===== config.mk =====
export PLATFORM = sky130hd
export DESIGN_NAME = flash_trigger_delay_sequencer
export DESIGN_NICKNAME = d
export VERILOG_FILES = /design/src/hdl/ftds_pkg.sv /design/src/hdl/flash_trigger_delay_sequencer.sv
export SDC_FILE = /design/constraint.sdc
export NUM_CORES = 1
export LEC_CHECK = 0
export ABC_CLOCK_PERIOD_IN_PS = 8100
export BUFFER_PORTS_ARGS = -buffer_cell sky130_fd_sc_hd__buf_2
export CELL_PAD_IN_SITES_DETAIL_PLACEMENT = 0
export CELL_PAD_IN_SITES_GLOBAL_PLACEMENT = 1
export CORE_MARGIN = 3
export CORE_UTILIZATION = 54
export DETAILED_ROUTE_END_ITERATION = 16
export PLACE_DENSITY_LB_ADDON = 0.1
export SLEW_MARGIN = 25
export SYNTH_ARGS = -nofsm -noshare
export SYNTH_HDL_FRONTEND = slang
export SYNTH_SLANG_ARGS = --single-unit
export TNS_END_PERCENT = 1

===== constraint.sdc =====
create_clock -name clk -period 8.1 [get_ports clk]
set_input_delay 1.215 -clock clk [delete_from_list [all_inputs] [get_ports clk]]
set_output_delay 1.215 -clock clk [all_outputs]
set_load 0.02 [all_outputs]

===== src/hdl/ftds_pkg.sv =====
// Package with the phase codes, register indexes and beat layouts of the flash sequencer.
`timescale 1ns / 1ps

package ftds_pkg;

	// Sequencer phases as shown on the result beat.
	localparam logic [1:0] PH_STOP  = 2'd0;
	localparam logic [1:0] PH_WAIT  = 2'd1;
	localparam logic [1:0] PH_ARMED = 2'd2;
	localparam logic [1:0] PH_FIRE  = 2'd3;

	// Configuration register indexes.
	localparam logic [2:0] REG_CYCLE_INTERVAL = 3'd0;
	localparam logic [2:0] REG_SHUTTER_PULSE  = 3'd1;
	localparam logic [2:0] REG_FLASH_DELAY    = 3'd2;
	localparam logic [2:0] REG_FLASH_WIDTH    = 3'd3;
	localparam logic [2:0] REG_REARM_DELAY    = 3'd4;
	localparam logic [2:0] REG_CLOSE_AFTER    = 3'd5;
	localparam logic [2:0] REG_WINDOW_CHECK   = 3'd6;

	localparam int unsigned CFG_ADDR_W = 3;
	localparam int unsigned CFG_DATA_W = 32;
	localparam int unsigned TICK_W     = 32;

	// Reset value of the shutter pulse register.
	localparam logic [31:0] SHUTTER_PULSE_RST = 32'd1000000;

	// Input beat, highest bit first.
	typedef struct packed {
		logic in_window;
		logic abort;
		logic sensor_hit;
		logic start_req;
	} tick_t;

	// Result beat, highest bit first.
	typedef struct packed {
		logic [1:0] phase;
		logic       flash_on;
		logic       shutter_open;
	} result_t;

endpackage


===== src/hdl/flash_trigger_delay_sequencer.sv =====
// Top level of the flash trigger delay sequencer: tick register, update logic, result register.
//
//  channel   | direction | beat contents
//  s_axis    | in        | one microsecond tick: start_req, sensor_hit, abort, in_window
//  m_axis    | out       | state after that tick: shutter_open, flash_on, phase
//  cfg       | in        | register write: index cfg_addr, value cfg_wdata, strobe cfg_wen
//
// One tick beat is taken every cycle unless a stalled result holds it; its result is registered in the result register.
// The whole phase update (counter, deadline compares) sits between the tick register
// and the result register; deadline sums are formed when configuration is written.
// Reset clears the phase, counter, output levels and configuration to their defaults.
// A stalled result beat holds the tick register; a new tick is still taken whenever
// the result register will empty in the same cycle.
`timescale 1ns / 1ps

module flash_trigger_delay_sequencer (
	input  logic                            clk,
	input  logic                            arst_n,
	input  logic                            s_axis_tvalid,
	output logic                            s_axis_tready,
	// [0] start_req, [1] sensor_hit, [2] abort, [3] in_window, [7:4] zero
	input  logic [7:0]                      s_axis_tdata,
	output logic                            m_axis_tvalid,
	input  logic                            m_axis_tready,
	// [0] shutter_open, [1] flash_on, [3:2] phase, [7:4] zero
	output logic [7:0]                      m_axis_tdata,
	input  logic                            cfg_wen,
	input  logic [ftds_pkg::CFG_ADDR_W-1:0] cfg_addr,
	input  logic [ftds_pkg::CFG_DATA_W-1:0] cfg_wdata
);
	import ftds_pkg::*;

	// Configuration and precomputed deadlines.
	logic [TICK_W-1:0] cycle_interval_q;
	logic [TICK_W-1:0] shutter_pulse_q;
	logic [TICK_W-1:0] flash_delay_q;
	logic [TICK_W-1:0] flash_width_q;
	logic [TICK_W-1:0] rearm_delay_q;
	logic              close_after_q;
	logic              window_check_q;
	logic [TICK_W:0]   cycle_end_q;
	logic [TICK_W:0]   off_at_q;
	logic [TICK_W+1:0] reopen_at_q;

	// Sequencer state.
	logic [1:0]        phase_q;
	logic [TICK_W-1:0] elapsed_q;
	logic              shutter_q;
	logic              flash_q;
	logic              flash_done_q;
	logic              close_done_q;
	logic              rearm_done_q;

	// Pipeline.
	logic    valid_s1;
	tick_t   tick_s1;
	logic    valid_s2;
	result_t res_s2;
	logic    advance;

	// Next-state values.
	logic [1:0]        phase_d;
	logic [TICK_W-1:0] elapsed_d;
	logic              shutter_d;
	logic              flash_d;
	logic              flash_done_d;
	logic              close_done_d;
	logic              rearm_done_d;

	assign advance       = valid_s1 && (!valid_s2 || m_axis_tready);
	assign s_axis_tready = !valid_s1 || advance;
	assign m_axis_tvalid = valid_s2;
	assign m_axis_tdata  = {4'b0000, res_s2};

	// Configuration writes; deadline sums follow writes to the interval, pulse, flash delay and width registers.
	always_ff @(posedge clk or negedge arst_n) begin
		if (!arst_n) begin
			cycle_interval_q <= '0;
			shutter_pulse_q  <= SHUTTER_PULSE_RST;
			flash_delay_q    <= '0;
			flash_width_q    <= '0;
			rearm_delay_q    <= '0;
			close_after_q    <= 1'b0;
			window_check_q   <= 1'b0;
			cycle_end_q      <= {1'b0, SHUTTER_PULSE_RST};
			off_at_q         <= '0;
			reopen_at_q      <= {2'b00, SHUTTER_PULSE_RST};
		end else if (cfg_wen) begin
			unique case (cfg_addr)
				REG_CYCLE_INTERVAL: begin
					cycle_interval_q <= cfg_wdata;
					cycle_end_q      <= {1'b0, cfg_wdata} + {1'b0, shutter_pulse_q};
				end
				REG_SHUTTER_PULSE: begin
					shutter_pulse_q <= cfg_wdata;
					cycle_end_q     <= {1'b0, cycle_interval_q} + {1'b0, cfg_wdata};
					reopen_at_q     <= {1'b0, off_at_q} + {2'b00, cfg_wdata};
				end
				REG_FLASH_DELAY: begin
					flash_delay_q <= cfg_wdata;
					off_at_q      <= {1'b0, cfg_wdata} + {1'b0, flash_width_q};
					reopen_at_q   <= {2'b00, cfg_wdata} + {2'b00, flash_width_q}
						+ {2'b00, shutter_pulse_q};
				end
				REG_FLASH_WIDTH: begin
					flash_width_q <= cfg_wdata;
					off_at_q      <= {1'b0, flash_delay_q} + {1'b0, cfg_wdata};
					reopen_at_q   <= {2'b00, flash_delay_q} + {2'b00, cfg_wdata}
						+ {2'b00, shutter_pulse_q};
				end
				REG_REARM_DELAY:    rearm_delay_q  <= cfg_wdata;
				REG_CLOSE_AFTER:    close_after_q  <= cfg_wdata[0];
				REG_WINDOW_CHECK:   window_check_q <= cfg_wdata[0];
				default: ;
			endcase
		end
	end

	// Phase update for the tick held in the input register.
	always_comb begin
		logic              wait_needed;
		logic              restarted;
		logic [TICK_W-1:0] e;
		logic [TICK_W-1:0] e_inc;
		logic              fd;
		logic              cd;
		logic              rd;

		phase_d      = phase_q;
		elapsed_d    = elapsed_q;
		shutter_d    = shutter_q;
		flash_d      = flash_q;
		flash_done_d = flash_done_q;
		close_done_d = close_done_q;
		rearm_done_d = rearm_done_q;
		wait_needed  = window_check_q && !tick_s1.in_window;
		restarted    = 1'b0;
		fd           = flash_done_q;
		cd           = close_done_q;
		rd           = rearm_done_q;
		e            = elapsed_q;

		// Before firing checks, a hit clears count, flash and rearm done; close done = !close_after.
		if (phase_q == PH_ARMED && tick_s1.sensor_hit) begin
			e  = '0;
			fd = 1'b0;
			cd = !close_after_q;
			rd = 1'b0;
		end
		e_inc = (e == '1) ? e : e + 1'b1;

		if (tick_s1.abort) begin
			phase_d   = PH_STOP;
			elapsed_d = '0;
			shutter_d = 1'b0;
			flash_d   = 1'b0;
		end else if (phase_q == PH_STOP) begin
			if (tick_s1.start_req) begin
				shutter_d = 1'b1;
				flash_d   = 1'b0;
				elapsed_d = '0;
				phase_d   = wait_needed ? PH_WAIT : PH_ARMED;
			end
		end else if (phase_q == PH_WAIT) begin
			if (!wait_needed) begin
				phase_d   = PH_ARMED;
				shutter_d = 1'b1;
				elapsed_d = '0;
			end
		end else if (phase_q == PH_ARMED && !tick_s1.sensor_hit) begin
			if (wait_needed) begin
				phase_d = PH_WAIT;
			end else begin
				// Shutter cycling: close after the interval, reopen after the pulse.
				if (cycle_interval_q != '0 && elapsed_q >= cycle_interval_q) begin
					shutter_d = 1'b0;
					if ({1'b0, elapsed_q} >= cycle_end_q) begin
						shutter_d = 1'b1;
						elapsed_d = '0;
						restarted = 1'b1;
					end
				end
				if (!restarted) begin
					elapsed_d = e_inc;
				end
			end
		end else begin
			// Firing checks, also taken on the hit tick itself.
			phase_d = PH_FIRE;
			if (!fd && e >= flash_delay_q) begin
				flash_d = 1'b1;
				if ({1'b0, e} >= off_at_q) begin
					flash_d = 1'b0;
					fd      = 1'b1;
				end
			end
			if (!cd && {1'b0, e} >= off_at_q) begin
				shutter_d = 1'b0;
				if ({2'b00, e} >= reopen_at_q) begin
					shutter_d = 1'b1;
					cd        = 1'b1;
				end
			end
			if (e >= rearm_delay_q) begin
				rd = 1'b1;
			end
			if (fd && cd && rd) begin
				phase_d   = PH_ARMED;
				elapsed_d = '0;
			end else begin
				elapsed_d = e_inc;
			end
			flash_done_d = fd;
			close_done_d = cd;
			rearm_done_d = rd;
		end
	end

	// Input register: holds a tick until its result can be stored.
	always_ff @(posedge clk or negedge arst_n) begin
		if (!arst_n) begin
			valid_s1 <= 1'b0;
		end else if (s_axis_tready) begin
			valid_s1 <= s_axis_tvalid;
		end
	end

	always_ff @(posedge clk) begin
		if (s_axis_tready && s_axis_tvalid) begin
			tick_s1 <= tick_t'(s_axis_tdata[3:0]);
		end
	end

	// Sequencer state advances once per tick.
	always_ff @(posedge clk or negedge arst_n) begin
		if (!arst_n) begin
			phase_q      <= PH_STOP;
			elapsed_q    <= '0;
			shutter_q    <= 1'b0;
			flash_q      <= 1'b0;
			flash_done_q <= 1'b0;
			close_done_q <= 1'b0;
			rearm_done_q <= 1'b0;
		end else if (advance) begin
			phase_q      <= phase_d;
			elapsed_q    <= elapsed_d;
			shutter_q    <= shutter_d;
			flash_q      <= flash_d;
			flash_done_q <= flash_done_d;
			close_done_q <= close_done_d;
			rearm_done_q <= rearm_done_d;
		end
	end

	// Result register.
	always_ff @(posedge clk or negedge arst_n) begin
		if (!arst_n) begin
			valid_s2 <= 1'b0;
		end else if (advance) begin
			valid_s2 <= 1'b1;
		end else if (m_axis_tready) begin
			valid_s2 <= 1'b0;
		end
	end

	always_ff @(posedge clk) begin
		if (advance) begin
			res_s2.shutter_open <= shutter_d;
			res_s2.flash_on     <= flash_d;
			res_s2.phase        <= phase_d;
		end
	end

`ifndef SYNTHESIS
	// The flash only fires inside the firing phase.
	assert property (@(posedge clk) disable iff (!arst_n) flash_q |-> phase_q == PH_FIRE)
		else $error("flash high outside firing phase");

	// Stopped means every output low and the counter cleared.
	assert property (@(posedge clk) disable iff (!arst_n)
		phase_q == PH_STOP |-> !shutter_q && !flash_q && elapsed_q == '0)
		else $error("stopped phase with live outputs or counter");

	// An abort tick yields a stopped, all-low result beat.
	assert property (@(posedge clk) disable iff (!arst_n)
		advance && tick_s1.abort |=> valid_s2 && m_axis_tdata == 8'h00)
		else $error("abort did not clear the result");

	// A held tick keeps its contents while the result side stalls.
	assert property (@(posedge clk) disable iff (!arst_n)
		valid_s1 && !advance |=> valid_s1 && $stable(tick_s1))
		else $error("tick register lost a pending beat");
`endif

endmodule

==> metrics.txt, run 1 <==
hold bufs inserted after CTS=0; Final Max Slew Viols=0; clk root buf=clkbuf_16; post-synthesis async set-or-reset flop share=97.4%; largest net degree at the start of global routing=127; Via-to-Cell Ratio=6.14; Distinct cells, synth=86; Internal Pwr Total=4710 uW; synth top area cells=dfrtp_1 26%, ha_1 16%, o21ai_0 6.0%, nand2_1 5.9%, fa_1 5.1%; Worst EP required=8580 ps; Max Cap Viol=0; CP max FO=32; Detail Placement HPWL=66300 microns; clock sink count=311; Startpoint Class=input pin; pwr dens=277 nW/um^2; area leader, netlist=dfrtp_1; IO buf count=49; drt first pass iters=6; TritonCTS Buffers=41; Worst-Margin Slew=1010 ps; FF-to-FF setup slack=2630 ps; initial antenna violation count=3; sequential element share of the synthesized area=28.8%; ys flop type=dfrtp_1; Final Hold Viols=0; Synth Instances=3159; final setup vio count=0; Yosys warning count=0; Slew HR=32.7%; DRT Wirelength=86400 microns; CP endpoint=cycle_end_q[25]; Setup Buffers After CTS=0; routed vias=23700; first-pass GRT wire length=133000 microns; Min Hold Slack=477 ps; share of layout cells above drive strength 1=8.24%; Clk Latency, worst-skew pair=580 ps; adder-cell share of the synthesized area=20.7%; start point of the critical path=cfg_addr[0]; clock network power share=22.4%; Compound-Gate Fraction of Synth Area=21.6%; CTS tree=built; Post-synth top cells=431 x nand2_1, 338 x ha_1, 324 x o21ai_0, 282 x dfrtp_1, 227 x inv_1; Fillers=4468; post-synth top area share=25.9%; sequential power share=28.5%; Starting DRT DRC Count=1863; top-count cell post-synth=nand2_1; crit path kind=input pin to register; Crit. End Element=register; min Tclk post-route=5700 ps; H-tree levels=2; Clock transition at path regs=60 ps; IO Pins=58; skew final=21.8 ps; post-synthesis mux area share=3.86%; RSZ-0062 raised after global routing=no; post-route setup TNS=0 ps; Post-synth EDFFs=8; DP Area=28100 sq um; Max clock buf depth=3; Die Ht=231 microns; antenna-violating nets left=0; GPL Wtd Cong=0.944; FP Rows=81; Worst R2R End=elapsed_q[26]; FMAX=176 MHz; Mapped Avg Cell Area=8.63 sq um; DIE WIDTH=231 microns; DR WL/cell=22.3 microns; NumNets Final=3627; FF-to-FF Start=phase_q[0]; simple logic cell fraction of the synthesized area=15.9%; Peak VDD IR=153 uV; global-route usage over all layers=32.4%; Hold Crit Class=register to register; Mapped Area=27300 sq um; CP arrival=6180 ps; P_leak=0.0142 uW; total congestion overflow=0; Die ar.=53200 sq um; DRC Markers=0; Starting Density=55.2%; Gate power share=49.2%; cell area after layout=29500 sq um; crit share post-route=70.3%; Psw=3460 uW; core area=49400 sq um; R2R depth=14; largest family of logic cells by synthesized area=compound AO/OA/AOI/OAI gates; Synth Area in XOR/XNOR=4.37%; post-cts resize count=0; vias in the first global route=23000; outcome=complete, no violations; area grow syn2layout=8.28%; switching share of power=42.3%; #FFs+latches synth=311
critical path, stage by stage:
cell	delay (ps)
buf_2	330
nor3b_2	270
buf_4	460
mux2_2	430
ha_1	270
a21o_1	180
a21oi_1	250
o21bai_1	130
a211o_1	360
a211oi_1	590
o21ai_1	350
a211oi_1	730
o21ai_0	200
and2_1	200
o31ai_1	180
final cells by class:
class / instances / area (sq um) / share of cell area [%]
sequential: 311 / 7850 / 26.6
inverter: 229 / 860 / 2.91
clock buffer: 70 / 1250 / 4.22
clock inverter: 5 / 78.8 / 0.267
timing repair buffer: 72 / 480 / 1.63
tap: 664 / 831 / 2.82
multi-input combinational: 2517 / 18200 / 61.5
antenna: 1 / 2.50 / 0.00848
worst min-delay path by stage:
stage                         start          endpoint  slack, ps  cells after the start
floorplan           cycle_end_q[22]   cycle_end_q[22]        450                      2
global placement    reopen_at_q[27]   reopen_at_q[27]        460                      2
detailed placement  cycle_end_q[22]   cycle_end_q[22]        470                      2
CTS                  cycle_end_q[9]    cycle_end_q[9]        480                      2
global route                 arst_n  flash_delay_q[0]        500                      1
finish               cycle_end_q[9]    cycle_end_q[9]        480                      2
registers in the layout, summed over array words and instances (netlist names), 4 cells and up:
register          cells
off_at_q             33
cycle_interval_q     32
flash_width_q        32
tick_s1               4
flash_delay_q        32
elapsed_q            32
cycle_end_q          33
reopen_at_q          34
rearm_delay_q        32
shutter_pulse_q      32
m_axis_tdata          4
metal layers:
layer	up-vias	part of all wire (%)	GRT usage, %	wire length, microns
met1	11500	42	41.5	36200
li1	11400	-	-	-
met4	6	5.4	14.7	4670
met5	-	0.054	0	47
met3	197	5.3	4.54	4550
met2	736	47	54.5	40900
metrics by stage:
step / utilization, % / setup WS (ps) / cells / power [uW]
after global placement: 57.0 / 2050 / 3791 / 6180
after floorplan: - / 3250 / 3162 / 5210
after global routing: 59.8 / 2140 / 3868 / 8780
final: 59.8 / 2400 / 3869 / 8170
after CTS: 59.7 / 2450 / 3866 / 8150
after detailed placement: 57.0 / 2040 / 3791 / 6280
layout by cell type (no fill, tap or decap), types with 11 or more instances in the layout:
master / Yosys / routed
nand2_1: 431 / 429
ha_1: 338 / 338
o21ai_0: 324 / 324
dfrtp_1: 282 / 282
inv_1: 227 / 227
a21oi_1: 207 / 207
nor2_1: 143 / 140
a21o_1: 110 / 110
xnor2_1: 81 / 81
mux2_2: 80 / 80
fa_1: 69 / 69
nand3_1: 63 / 63
a211oi_1: 61 / 61
xor2_1: 55 / 55
nor3_1: 48 / 48
buf_2: 5 / 48
clkbuf_16: 0 / 42
nand4_1: 41 / 41
and2_1: 36 / 36
nand2b_1: 36 / 36
o21bai_1: 33 / 33
o211ai_1: 24 / 24
o21a_1: 24 / 24
and3_1: 25 / 24
o31ai_1: 23 / 23
or3_1: 23 / 23
a31oi_1: 22 / 22
dfstp_2: 21 / 21
buf_4: 5 / 20
clkbuf_1: 85 / 19
nor2b_1: 18 / 17
mux2i_1: 15 / 15
nor4_1: 14 / 14
a2111oi_0: 12 / 11
power by group through the flow:
stage          logic, uW  clock network (uW)  registers (uW)
6_report            4020                1830            2330
5_1_grt             4500                1920            2370
4_1_cts             3970                1860            2320
3_5_place_dp        3930                   0            2350
3_3_place_gp        3840                   0            2330
2_1_floorplan       3020                   0            2190
logic make-up after synthesis:
kind of cell               after synthesis
xor gates and xnor gates               136
AOI/OAI and AO/OA                      943
other                                    1
DFF                                    311
adders and majority gates              410
buffers and inverters                  334
and+or+nand+nor                        929
muxes                                   95
No activity file was read; power rests on OpenSTA's default activity.
==> run 2, diff against run 1 <==
--- a/config.mk
+++ b/config.mk
@@ -5,12 +5,13 @@
 export SDC_FILE = /design/constraint.sdc
 export NUM_CORES = 1
 export LEC_CHECK = 0
-export ABC_CLOCK_PERIOD_IN_PS = 8100
+export ABC_AREA = 1
+export ABC_CLOCK_PERIOD_IN_PS = 5450
 export BUFFER_PORTS_ARGS = -buffer_cell sky130_fd_sc_hd__buf_2
 export CELL_PAD_IN_SITES_DETAIL_PLACEMENT = 0
 export CELL_PAD_IN_SITES_GLOBAL_PLACEMENT = 1
 export CORE_MARGIN = 3
-export CORE_UTILIZATION = 54
+export CORE_UTILIZATION = 48
 export DETAILED_ROUTE_END_ITERATION = 16
 export PLACE_DENSITY_LB_ADDON = 0.1
 export SLEW_MARGIN = 25
==> constraint.sdc (replaced) <==
create_clock -name clk -period 5.45 [get_ports clk]
set_input_delay 0.8175 -clock clk [delete_from_list [all_inputs] [get_ports clk]]
set_output_delay 0.8175 -clock clk [all_outputs]
set_load 0.02 [all_outputs]
==> run 2 against run 1 <==
Net effect: first-iteration DRC count up 29%; setup slack worse by 1500 ps; highest routed layer is now met4; register-to-register slack worse by 1700 ps; critical path depth up 5; final cell count up 26%.
==> metrics.txt, run 2 <==
top-count cell post-synth=nand2_1; Synth Area in XOR/XNOR=2.10%; commonest non-fill, non-tap cell in the layout=nand2_1; core area=59100 sq um; DIE WIDTH=251 microns; Placed Instances=4818; clk root buf=clkbuf_16; sequential element share of the synthesized area=27.3%; crit-path cells=inv_2 -> nand3_2 -> nand2_1 -> inv_1 -> ha_1 -> nand2_1 -> nor2_1 -> nand4_1 -> nor2_1 -> buf_4 -> nand4_1 -> buf_4 -> o211a_1 -> nand2_1 -> nand3_1 -> nand2_1 -> nand4_4 -> buf_4 -> nand3_1 -> o21ai_0; skew final=28.0 ps; Hold Crit Class=input pin to async pin; Max Cap Viol=0; Largest register FFs=34; largest family of logic cells by synthesized area=simple AND/OR/NAND/NOR gates; Worst EP required=5880 ps; hold bufs inserted after CTS=0; Crit. End Element=register; IO buf count=49; Distinct cells, synth=58; IO Pins=58; FP Rows=89; vias in the first global route=25500; min Tclk post-route=4530 ps; post-cts resize count=0; met3 WL=6270 microns; area leader, netlist=dfrtp_1; Clk Latency, worst-skew pair=580 ps; routed vias=27400; Starting Density=48.6%; CP peak stage delay=480 ps; first-pass GRT wire length=161000 microns; Post-synth EDFFs=8; DR WL/cell=22.1 microns; post-synth top area share=24.6%; metal2 WL=49600 microns; ys flop type=dfrtp_1; Starting DRT DRC Count=2407; pwr dens=399 nW/um^2; crit path kind=register to register; R2R depth=20; Mapped Area=28700 sq um; Die ar.=62800 sq um; adder-cell share of the synthesized area=19.5%; post-synthesis mux area share=0.0784%; total congestion overflow=0; Mapped Avg Cell Area=7.12 sq um; Multi-input gate area=18500 sq um; Setup Buffers After CTS=0; largest reg by FF count=reopen_at_q; Largest regs=reopen_at_q x34, cycle_end_q x33, off_at_q x33; Final Hold Viols=0; Via-to-Cell Ratio=5.59; Detail Placement HPWL=88600 microns; Final Max Slew Viols=0; Compound-Gate Fraction of Synth Area=18.6%; Startpoint Class=register; drt first pass iters=5; synth top area cells=dfrtp_1 25%, ha_1 15%, nand2_1 12%, o21ai_0 8.5%, inv_1 7.1%; Crit-path slowest cell=nand3_2; clock sink count=311; DRT Wirelength=108000 microns; TritonCTS Buffers=40; #FFs+latches synth=311; CP max FO=21; initial antenna violation count=0; top layer in use=met4; Post-synth top cells=934 x nand2_1, 545 x inv_1, 486 x o21ai_0, 338 x ha_1, 318 x a21oi_1; FMAX=221 MHz; CTS tree=built; Gate power share=51.0%; GPL Wtd Cong=1.04; share of layout cells above drive strength 1=6.99%; outcome=complete, no violations; NumNets Final=4542; most frequent CP cell=nand2_1; DRC Markers=0; Max clock buf depth=3; antenna-violating nets left=0; Post-Route M1 WL=47600 microns; final setup vio count=0; Buf/Inv on CP=5; Peak VDD IR=308 uV; Internal Pwr Total=6700 uW; simple logic cell fraction of the synthesized area=23.7%; Synth Instances=4031; Top Family by Delay on Critical Path=simple AND/OR/NAND/NOR gates; H-tree levels=2; switching share of power=46.5%; Slew HR=21.1%; RSZ-0062 raised after global routing=no; critical path depth in cells=20; Fillers=6018; fin cells=4892; sequential standard cell area=7850 sq um; Psw=5820 uW; area grow syn2layout=9.26%; Clock transition at path regs=60 ps; global-route usage over all layers=34.0%; Worst-Margin Slew=1170 ps; Die Ht=251 microns; post-route setup TNS=0 ps; clock network power share=21.8%; Yosys warning count=0; leading cell types in the layout, fill and taps excluded=928 x nand2_1, 543 x inv_1, 486 x o21ai_0; crit share post-route=83.0%; largest net degree at the start of global routing=140; CP arrival=4960 ps; post-synthesis async set-or-reset flop share=97.4%; P_leak=0.0160 uW; sequential power share=27.1%
run 2: power groups by stage:
stage               registers, uW  logic (uW)  clock network, uW
floorplan                    3240        4450                  0
global placement             3420        6200                  0
detailed placement           3430        6220                  0
CTS                          3400        6280               2780
global route                 3450        7170               2860
finish                       3400        6390               2730
run 2: worst paths after layout:
check	start	slack, ps	to
max	phase_q[0]	920	elapsed_q[31]
min	arst_n	170	phase_q[1]
max reg2reg	phase_q[0]	920	elapsed_q[31]
min reg2reg	reopen_at_q[19]	470	reopen_at_q[19]
max in group asynchronous	arst_n	4030	cycle_end_q[24]
min in group clk	s_axis_tdata[1]	420	tick_s1[1]
run 2: through the flow:
| stage | total power [uW] | area, sq um | hold WS (ps) | utilization (%) | worst slack [ps] |
|---|---|---|---|---|---|
| final | 12500 | 31400 | 167 | 53.1 | 924 |
| after global routing | 13500 | 31400 | 203 | 53.1 | 673 |
| after CTS | 12500 | 31300 | 172 | 53.0 | 1020 |
| after detailed placement | 9650 | 30000 | 457 | 50.8 | 813 |
| after global placement | 9620 | 30000 | 456 | 50.8 | 799 |
| after floorplan | 7690 | 28700 | 448 | - | 1320 |
run 2: final cells by class:
cell class                      count  area share, %
Multi-Input combinational cell   3082           58.9
Sequential cell                   311           25.0
Inverter                          554           6.63
Clock buffer                       51           3.54
Tap cell                          773           3.08
Timing Repair Buffer               98           2.11
Clock inverter                     22          0.690
Antenna cell                        1        0.00798
run 2: layer usage:
metal	GRT usage [%]	up-vias
li1	-	13600
met5	0	-
met1	45.6	12800
met4	12.9	0
met2	56.1	825
met3	4.53	185
run 2: cell families (layout without fill, tap and decap cells):
kind of cell,after synthesis,in the layout
XOR/XNOR,69,69
flip-flops,311,311
other,1,5
AND/OR/NAND/NOR,1612,1612
AO/OA/AOI/OAI,988,988
multiplexers,2,2
buffers and inverters,641,725
adder cells (fa/ha/maj),407,407
==> run 3, diff against run 2 <==
--- a/config.mk
+++ b/config.mk
@@ -6,12 +6,12 @@
 export NUM_CORES = 1
 export LEC_CHECK = 0
 export ABC_AREA = 1
-export ABC_CLOCK_PERIOD_IN_PS = 5450
+export ABC_CLOCK_PERIOD_IN_PS = 4000
 export BUFFER_PORTS_ARGS = -buffer_cell sky130_fd_sc_hd__buf_2
 export CELL_PAD_IN_SITES_DETAIL_PLACEMENT = 0
 export CELL_PAD_IN_SITES_GLOBAL_PLACEMENT = 1
 export CORE_MARGIN = 3
-export CORE_UTILIZATION = 48
+export CORE_UTILIZATION = 43
 export DETAILED_ROUTE_END_ITERATION = 16
 export PLACE_DENSITY_LB_ADDON = 0.1
 export SLEW_MARGIN = 25
==> constraint.sdc (replaced) <==
create_clock -name clk -period 4 [get_ports clk]
set_input_delay 0.6 -clock clk [delete_from_list [all_inputs] [get_ports clk]]
set_output_delay 0.6 -clock clk [all_outputs]
set_load 0.02 [all_outputs]
==> run 3 against run 2 <==
Net effect: the flow now finishes with violations (negative hold slack); fmax increased by 22%; non-clock buffer count up 257; clock power rose by 49%; sequential cell count is the same; clock skew is 3.1 ps lower; setup slack worse by 640 ps; routed wire length rose by 2.0%; die area up 11%; final cell count increased by 7.2%; largest cell class unchanged.
==> metrics.txt, run 3 (synthesized netlist as in run 2, its figures left out) <==
failing checks=negative hold slack; TritonCTS Buffers=41; skew final=24.9 ps; IO buf count=49; RSZ-0062 raised after global routing=no; Crit. End Element=register; Clock transition at path regs=60 ps; Die Ht=264 microns; Min Hold Slack=-23.6 ps; CP max FO=13; Hold Crit Class=input pin to async pin; CTS tree=built; Largest regs=reopen_at_q x34, cycle_end_q x33, off_at_q x33; Worst EP required=4470 ps; FMAX=269 MHz; crit path kind=register to register; Starting DRT DRC Count=2400; Largest register FFs=34; Fillers=6732; share of layout cells above drive strength 1=12.6%; Final Hold Viols=7; routed vias=28000; DR WL/cell=21.0 microns; leading cell types in the layout, fill and taps excluded=928 x nand2_1, 541 x inv_1, 486 x o21ai_0; Slew HR=31.2%; crit share post-route=92.8%; post-route setup TNS=0 ps; total congestion overflow=0; Via-to-Cell Ratio=5.34; Max clock buf depth=3; first-pass GRT wire length=165000 microns; NumNets Final=4800; Startpoint Class=register; core area=66000 sq um; IO Pins=58; area grow syn2layout=17.1%; Die ar.=69900 sq um; Placed Instances=5165; initial antenna violation count=0; global-route usage over all layers=31.2%; fin cells=5242; GPL Wtd Cong=0.982; Peak VDD IR=401 uV; Max Cap Viol=0; antenna-violating nets left=0; outcome=finished, violations left; Starting Density=43.5%; Multi-input gate area=18500 sq um; Clk Latency, worst-skew pair=590 ps; largest reg by FF count=reopen_at_q; pwr dens=538 nW/um^2; FP Rows=94; DRC Markers=0; clock sink count=311; CP arrival=4180 ps; Worst-Margin Slew=1030 ps; min Tclk post-route=3710 ps; Detail Placement HPWL=92300 microns; commonest non-fill, non-tap cell in the layout=nand2_1; DIE WIDTH=264 microns; final setup vio count=0; sequential standard cell area=7850 sq um; drt first pass iters=6; P_leak=0.0173 uW; Final Max Slew Viols=0; DRT Wirelength=110000 microns; H-tree levels=2; vias in the first global route=26500; clk root buf=clkbuf_16; largest net degree at the start of global routing=86
-- run 3: cell types whose count changed in the layout (fill, tap and decap cells not counted), moves of 3 or more --
cell,before,now
buf_12,3,10
buf_4,46,296
bufinv_16,3,7
clkbuf_8,7,3
clkinv_2,11,6
nor2_1,285,282
-- run 3: final cells by class --
cell class | count | area share (%)
multi-input cells | 3082 | 55.0
flip-flops and latches | 311 | 23.3
repair buffers | 355 | 7.96
inverters | 554 | 6.19
clock buffers | 50 | 3.24
well taps | 864 | 3.21
clock inverters | 25 | 1.06
diodes | 1 | 0.00744
-- run 3: worst paths after layout --
check | start | endpoint | slack, ps | cells after the start
setup / recovery | phase_q[0] | elapsed_q[10] | 290 | 22
hold / removal | arst_n | off_at_q[0] | -20 | 1
setup reg to reg | phase_q[0] | elapsed_q[10] | 290 | 22
hold reg to reg | reopen_at_q[19] | reopen_at_q[19] | 470 | 2
max in group asynchronous | arst_n | cycle_end_q[18] | 3070 | 2
min in group clk | s_axis_tdata[1] | tick_s1[1] | 180 | 1
-- run 3: power by group --
| part | total (uW) | switching, uW | internal, uW |
|---|---|---|---|
| logic | 9470 | 5910 | 3560 |
| registers | 4550 | 610 | 3940 |
| clock network | 4080 | 1650 | 2420 |
-- run 3: what timing repair did --
action,4_1_cts,5_1_grt
setup endpoints to repair,0,34
hold buffers,0,0
gates resized for setup,0,6
setup buffers,0,1
-- run 3: through the flow --
stage	total power (uW)	setup WS (ps)	utilization (%)	area, sq um
6_report	18100	287	51.0	33600
5_1_grt	19600	34.7	51.0	33600
4_1_cts	18000	144	50.9	33600
3_5_place_dp	13800	-89.7	48.7	32100
3_3_place_gp	13800	-116	48.7	32100
2_1_floorplan	10500	87.8	-	28700
-- run 3: worst max-delay path: stages, from the launching register on --
cell	delay, ps
dfrtp_1	390
inv_2	70
nand3_2	80
buf_12	160
nand2_1	150
inv_1	200
ha_1	330
nand2_1	60
nor2_1	90
nand4_1	230
nor2_1	170
buf_4	160
nand4_1	90
buf_4	170
o211a_1	160
nand2_1	140
buf_12	130
nand3_1	90
nand2_1	140
nand4_4	130
buf_4	220
nand3_1	70
o21ai_0	110
-- run 3: layer usage --
metal / vias to the layer above / GRT usage [%] / wire length (microns)
met5: - / 0 / 0
met4: 0 / 9.74 / 3730
li1: 14100 / - / -
met1: 13000 / 42.4 / 49500
met2: 732 / 51.0 / 50200
met3: 148 / 5.23 / 6860
